File: config.mk
export PLATFORM = sky130hd
export DESIGN_NAME = xrs_front_flat
export DESIGN_NICKNAME = d
export VERILOG_FILES = /design/src/design/xorshift128plus_random_source_core_assert.svh /design/src/design/xrs_pkg.sv /design/src/design/xrs_if.sv /design/src/design/xrs_front.sv /design/src/flat_wrapper.sv
export SDC_FILE = /design/constraint.sdc
export NUM_CORES = 1
export LEC_CHECK = 0
export BUFFER_PORTS_ARGS = -buffer_cell sky130_fd_sc_hd__buf_2
export CORE_AREA = 8 8 297 270
export CTS_BUF_LIST = sky130_fd_sc_hd__clkbuf_8
export DETAILED_ROUTE_END_ITERATION = 7
export DIE_AREA = 0 0 305 278
export GPL_TIMING_DRIVEN = 0
export SLEW_MARGIN = 20
export SYNTH_ARGS = -nofsm -noshare
export SYNTH_HDL_FRONTEND = slang
export SYNTH_SLANG_ARGS = --single-unit
File: constraint.sdc
create_clock -name clk -period 17.4 [get_ports clk]
set_clock_uncertainty 0.05 [all_clocks]
set_input_delay 3.48 -clock clk [delete_from_list [all_inputs] [get_ports clk]]
set_output_delay 3.48 -clock clk [all_outputs]
set_load 0.02 [all_outputs]
File: src/design/xorshift128plus_random_source_core_assert.svh
// Assertion macros for the xorshift128+ random source RTL, used by xrs_back.
`ifndef XORSHIFT128PLUS_RANDOM_SOURCE_CORE_ASSERT_SVH
`define XORSHIFT128PLUS_RANDOM_SOURCE_CORE_ASSERT_SVH
// Property that must hold at every edge outside reset.
`define XRS_ASSERT(lbl, prop, msg) \
  lbl: assert property (@(posedge clk) disable iff (!rst_n) (prop)) else $error(msg);
// Property whose consequent must hold in the cycle after its antecedent.
`define XRS_ASSERT_NEXT(lbl, pre, post, msg) \
  lbl: assert property (@(posedge clk) disable iff (!rst_n) (pre) |=> (post)) else $error(msg);
`endif

File: src/design/xrs_pkg.sv
// Types and constants of the xorshift128+ random source.
`default_nettype none
package xrs_pkg;
  localparam logic [63:0] GAMMA_K  = 64'h9E3779B97F4A7C15;
  localparam logic [63:0] MIX_A_K  = 64'hBF58476D1CE4E5B9;
  localparam logic [63:0] MIX_B_K  = 64'h94D049BB133111EB;
  // SplitMix64 outputs for seed zero (reset state).
  localparam logic [63:0] SEED0_W0 = 64'hE220A8397B1DCDAF;
  localparam logic [63:0] SEED0_W1 = 64'h6E789E6AA1B965F4;

  localparam int XS_SHL  = 23;
  localparam int XS_SHR  = 18;
  localparam int XS_SHB  = 5;
  localparam int MIX_SH1 = 30;
  localparam int MIX_SH2 = 27;
  localparam int MIX_SH3 = 31;
  localparam int UP_SH   = 32;
  localparam int FRAC_SH = 40;

  localparam int QDEPTH = 2;
  localparam int QA_W   = $clog2(QDEPTH);
  localparam int QC_W   = $clog2(QDEPTH + 1);

  typedef enum logic [2:0] {
    MODE_RESEED = 3'd0,
    MODE_LOAD   = 3'd1,
    MODE_RAW    = 3'd2,
    MODE_UPPER  = 3'd3,
    MODE_FRAC   = 3'd4,
    MODE_RANGE  = 3'd5,
    MODE_FORK   = 3'd6,
    MODE_READ   = 3'd7
  } mode_e;

  // Classified request as queued between front and back.
  typedef struct packed {
    mode_e              mode;
    logic [63:0]        seed_or_low_word;
    logic [63:0]        high_word;
    logic signed [31:0] range_low;
    logic [31:0]        span;
    logic               empty_range;
    logic [31:0]        fork_tag;
  } job_t;

  typedef struct packed {
    logic [63:0]        result_word;
    logic [63:0]        second_word;
    logic signed [31:0] range_result;
  } res_t;
endpackage
`default_nettype wire

File: src/design/xrs_if.sv
// Request and result channel interfaces.
`default_nettype none
interface xrs_in_if;
  logic               valid;
  logic               ready;
  logic [2:0]         mode;
  logic [63:0]        seed_or_low_word;
  logic [63:0]        high_word;
  logic signed [31:0] range_low;
  logic signed [31:0] range_high;
  logic [31:0]        fork_tag;
  modport source (output valid, mode, seed_or_low_word, high_word, range_low, range_high,
                  fork_tag, input ready);
  modport sink (input valid, mode, seed_or_low_word, high_word, range_low, range_high,
                fork_tag, output ready);
endinterface

`default_nettype wire

File: src/design/xrs_front.sv
// Request intake: classifies requests and queues them for the back end.
`default_nettype none
module xrs_front import xrs_pkg::*; (
  input  wire logic clk,
  input  wire logic rst_n,
  xrs_in_if.sink    in_ch,
  output job_t      job,
  output logic      job_vld,
  input  wire logic job_pop
);
  job_t            q_r [QDEPTH];
  logic [QA_W-1:0] wr_ptr_r, rd_ptr_r;
  logic [QC_W-1:0] cnt_r;
  logic            push;
  job_t            cls;

  assign in_ch.ready = (cnt_r != QC_W'(QDEPTH));
  assign push        = in_ch.valid && in_ch.ready;

  always_comb begin
    cls.mode             = mode_e'(in_ch.mode);
    cls.seed_or_low_word = in_ch.seed_or_low_word;
    cls.high_word        = in_ch.high_word;
    cls.range_low        = in_ch.range_low;
    cls.span             = in_ch.range_high - in_ch.range_low;
    cls.empty_range      = (in_ch.range_high <= in_ch.range_low);
    cls.fork_tag         = in_ch.fork_tag;
  end

  always_ff @(posedge clk) begin
    if (push) begin
      q_r[wr_ptr_r] <= cls;
    end
  end

  always_ff @(posedge clk) begin
    if (!rst_n) begin
      wr_ptr_r <= '0;
      rd_ptr_r <= '0;
      cnt_r    <= '0;
    end else begin
      if (push) wr_ptr_r <= wr_ptr_r + 1'b1;
      if (job_pop) rd_ptr_r <= rd_ptr_r + 1'b1;
      if (push && !job_pop) cnt_r <= cnt_r + 1'b1;
      else if (!push && job_pop) cnt_r <= cnt_r - 1'b1;
    end
  end

  assign job     = q_r[rd_ptr_r];
  assign job_vld = (cnt_r != '0);
endmodule
`default_nettype wire

File: src/flat_wrapper.sv
// flat-port wrapper written by rule: the top's interface ports become plain ports
module xrs_front_flat import xrs_pkg::*;
  (clk, rst_n, job, job_vld, job_pop, in_ch_valid, in_ch_mode, in_ch_seed_or_low_word, in_ch_high_word, in_ch_range_low, in_ch_range_high, in_ch_fork_tag, in_ch_ready);
  xrs_in_if in_ch_i ();
  input  wire logic clk;
  input  wire logic rst_n;
  output job_t job;
  output logic job_vld;
  input  wire logic job_pop;
  input wire logic [$bits(in_ch_i.valid)-1:0] in_ch_valid;
  input wire logic [$bits(in_ch_i.mode)-1:0] in_ch_mode;
  input wire logic [$bits(in_ch_i.seed_or_low_word)-1:0] in_ch_seed_or_low_word;
  input wire logic [$bits(in_ch_i.high_word)-1:0] in_ch_high_word;
  input wire logic [$bits(in_ch_i.range_low)-1:0] in_ch_range_low;
  input wire logic [$bits(in_ch_i.range_high)-1:0] in_ch_range_high;
  input wire logic [$bits(in_ch_i.fork_tag)-1:0] in_ch_fork_tag;
  output wire logic [$bits(in_ch_i.ready)-1:0] in_ch_ready;
  assign in_ch_i.valid = in_ch_valid;
  assign in_ch_i.mode = in_ch_mode;
  assign in_ch_i.seed_or_low_word = in_ch_seed_or_low_word;
  assign in_ch_i.high_word = in_ch_high_word;
  assign in_ch_i.range_low = in_ch_range_low;
  assign in_ch_i.range_high = in_ch_range_high;
  assign in_ch_i.fork_tag = in_ch_fork_tag;
  assign in_ch_ready = in_ch_i.ready;
  xrs_front u_core (.clk(clk), .rst_n(rst_n), .in_ch(in_ch_i), .job(job), .job_vld(job_vld), .job_pop(job_pop));
endmodule
==> results_dict.tcl <==
set metrics [dict create \
    status "finished, final reports clean" \
    irDropWorstVdd_uv 64.7 \
    die_x_um 305 \
    vias_per_cell 4.20 \
    gr-total-overflow 0 \
    clk_pin_slew_ns 0.06 \
    synth-xor-area-share 0.0137 \
    fin_total_pwr_uw 2880 \
    synth_nets 1309 \
    postCtsSetupBuffers 0 \
    fin_crit_ns 6.45 \
    pre_cts_ws_ns 10.92 \
    reg2reg_to "u_core.q_r[0][14]" \
    ys.warnings.count 0 \
    synth_top_area_frac 0.736 \
    postRouteAntennaNets 0 \
    drc 0 \
    seq_area_frac_synth 0.741 \
    cp-endpoint "job[10]" \
    synthArstFlopShare 0 \
    grt_pass1_wl_um 73200 \
    io_pins 461 \
    syn-cell-area_sq_um 18600 \
    fmax_ghz 0.155 \
    dp_cells 2499 \
    synth_mux_area_frac 0.139 \
    synth-edff-count 456 \
    slew_violations 0 \
    synthSimpleGateAreaFrac 0.0276 \
    tns_ns 0 \
    netlist_instances 1044 \
    drive_gt1_frac 0.495 \
    synthFlopType "edfxtp_1" \
    placed_area_sq_um 22500 \
    final_nets 1867 \
    yosysUniqueCellTypes 57 \
    grt_usage 0.112 \
    die_h_um 278 \
    portBuffers 460 \
    ctsLongestPathBuffers 3 \
    synth_compound_area_frac 0.0382 \
    cts_hold_buf 0 \
    place_hpwl_um 37100 \
    grt_setup_unrepaired "false" \
    critPathLaunchType "flop" \
    routedWlPerCell_um 18.8 \
    worstRegToRegCells 8 \
    grt_max_degree 52 \
    synth_adder_area_share 0.0233 \
    worstMarginPinSlew_ns 0.898 \
    max-slew-margin-rel 0.402 \
    setup_slack_ns 10.95 \
    cts-root-buf "clkbuf_8" \
    ys_seq_elements 461 \
    numCtsBuffers 81 \
    grt_pass1_vias 12100 \
    period_share 0.371 \
    timing.max_cap.violations 0 \
    rows 96 \
    finalSetupViolCount 0 \
    initial_core_util 0.247 \
    cts_tree "built" \
    yosys-top-cells-area "edfxtp_1, mux2_2, ha_1" \
    pwr_density_cell_nw_per_um2 120 \
    cts_resized 0 \
    worstPathRequired_ns 13.87 \
    worstPathArrival_ns 2.92 \
    avgSynthCellArea_sq_um 17.8 \
    postLayoutCellArea_sq_um 24000 \
    cts.sinks 461 \
    insertion_delay_ns 0.64 \
    critical_path_class "reg -> out" \
    drtPass1Iterations 5 \
    place_congestion 0.811 \
    hold_class "reg -> reg" \
    final_cells 2647 \
    drtIter0Drc 609 \
    end_kind "output pin" \
    antenna_found_initial 8 \
    core_sq_um 75300 \
    synth_top_cell_by_area "edfxtp_1" \
    htreeDepth 3 \
    ff2ff_setup_slack_ns 14.72 \
    routed_wl_um 49700 \
    hold_viol 0 \
    synth_top_family_by_area "multiplexers" \
    vias 11100 \
    timing.rr.start "u_core.cnt_r[0]" \
    critPathMaxFanout 10 \
    fp.dieArea_sq_um 84800 \
    area_delta_synth_final_pct 29.1 \
    leakage_uw 0.00907 \
]
[area by class of cell]
cell class / instances / area, sq um
sequential: 461 / 13800
inverter: 49 / 184
fill: 7437 / 51300
clock buffer: 82 / 1130
tap: 980 / 1230
multi-input combinational: 500 / 4510
buffer: 34 / 130
antenna: 3 / 7.51
clock inverter: 63 / 387
timing repair buffer: 475 / 2650
[logic make-up after synthesis]
group                      count (synthesis)
DFF                                      461
muxes                                    230
AOI/OAI and AO/OA                        105
and+or+nand+nor                          102
adders and majority gates                 34
xor gates and xnor gates                  29
buffers and inverters                     83
[worst min-delay path by stage]
stage | startpoint | slack [ns] | end | cells past startpoint
4_1_cts | u_core.cnt_r[1] | 0.49 | u_core.cnt_r[1] | 2
6_report | u_core.cnt_r[1] | 0.48 | u_core.cnt_r[1] | 2
3_3_place_gp | u_core.cnt_r[1] | 0.44 | u_core.cnt_r[1] | 2
3_5_place_dp | u_core.cnt_r[1] | 0.48 | u_core.cnt_r[1] | 2
5_1_grt | u_core.cnt_r[1] | 0.51 | u_core.cnt_r[1] | 2
2_1_floorplan | u_core.cnt_r[1] | 0.42 | u_core.cnt_r[1] | 2
[cells in the mapped netlist (all sizes together) (3+ instances only)]
library cell / n
nand3: 12
nor2: 23
o21a: 6
o21bai: 3
clkbuf: 31
a21oi: 32
a31oi: 5
nand2: 25
nor3: 7
nor2b: 4
inv: 49
a211oi: 3
buf: 3
edfxtp: 456
o31ai: 3
xnor2: 18
a21o: 12
ha: 33
a21boi: 6
and2: 4
mux2: 228
o21ai: 19
nand4: 7
xor2: 11
nand4b: 3
dfxtp: 5
nand2b: 7
[power by group]
part	internal (uW)	switching, uW	total (uW)	leakage [uW]
registers	1360	23.3	1380	0.00430
clock network	479	458	937	0.000847
logic	209	345	553	0.00393
total	2050	826	2880	0.00907
[worst max-delay path: stages (launching register included)]
cell      delay (ns)
dfxtp_1         0.34
clkbuf_1        0.60
clkbuf_1        0.74
mux2_2          0.41
buf_2           0.17
[metrics by stage]
stage,hold slack [ns],utilization
after floorplan,0.423,-
after global placement,0.436,0.294
after detailed placement,0.483,0.299
after CTS,0.489,0.319
after global routing,0.515,0.319
final,0.476,0.319
[per-layer routing]
metal / track usage / vias up / wire length, um / part of all wire
li1: - / 5181 / - / -
met1: 0.122 / 5443 / 19200 / 0.39
met2: 0.199 / 398 / 25000 / 0.50
met3: 0.0403 / 100 / 3960 / 0.080
met4: 0.0427 / 6 / 1440 / 0.029
met5: 0 / - / 30 / 0.00060
[state kept, by name, indices dropped and copies added (netlist names), named ones only]
signal	flops
u_core.rd_ptr_r	1
u_core.cnt_r	2
u_core.q_r	456
u_core.wr_ptr_r	1
[cell usage in the layout, fill, tap and decap left out, types with 4 or more instances in the layout]
master | synthesis | final
nand4_1 | 7 | 7
clkbuf_1 | 31 | 30
clkinv_1 | 0 | 20
nand3_1 | 12 | 12
dfxtp_1 | 5 | 5
a31oi_1 | 4 | 4
o21a_1 | 6 | 6
clkinv_2 | 0 | 12
inv_1 | 49 | 68
a21oi_1 | 32 | 32
nand2b_1 | 7 | 7
a21boi_0 | 5 | 5
nor2b_1 | 4 | 4
edfxtp_1 | 456 | 456
nand2_1 | 25 | 25
buf_16 | 0 | 6
xor2_1 | 11 | 11
buf_2 | 1 | 461
clkbuf_8 | 0 | 82
a21o_1 | 12 | 12
o21ai_0 | 18 | 18
mux2_2 | 228 | 228
ha_1 | 33 | 33
xnor2_1 | 18 | 18
nor3_1 | 7 | 7
and2_1 | 4 | 4
nor2_1 | 22 | 21
buf_12 | 0 | 9
Note: power is estimated with default switching activity, not from simulation.
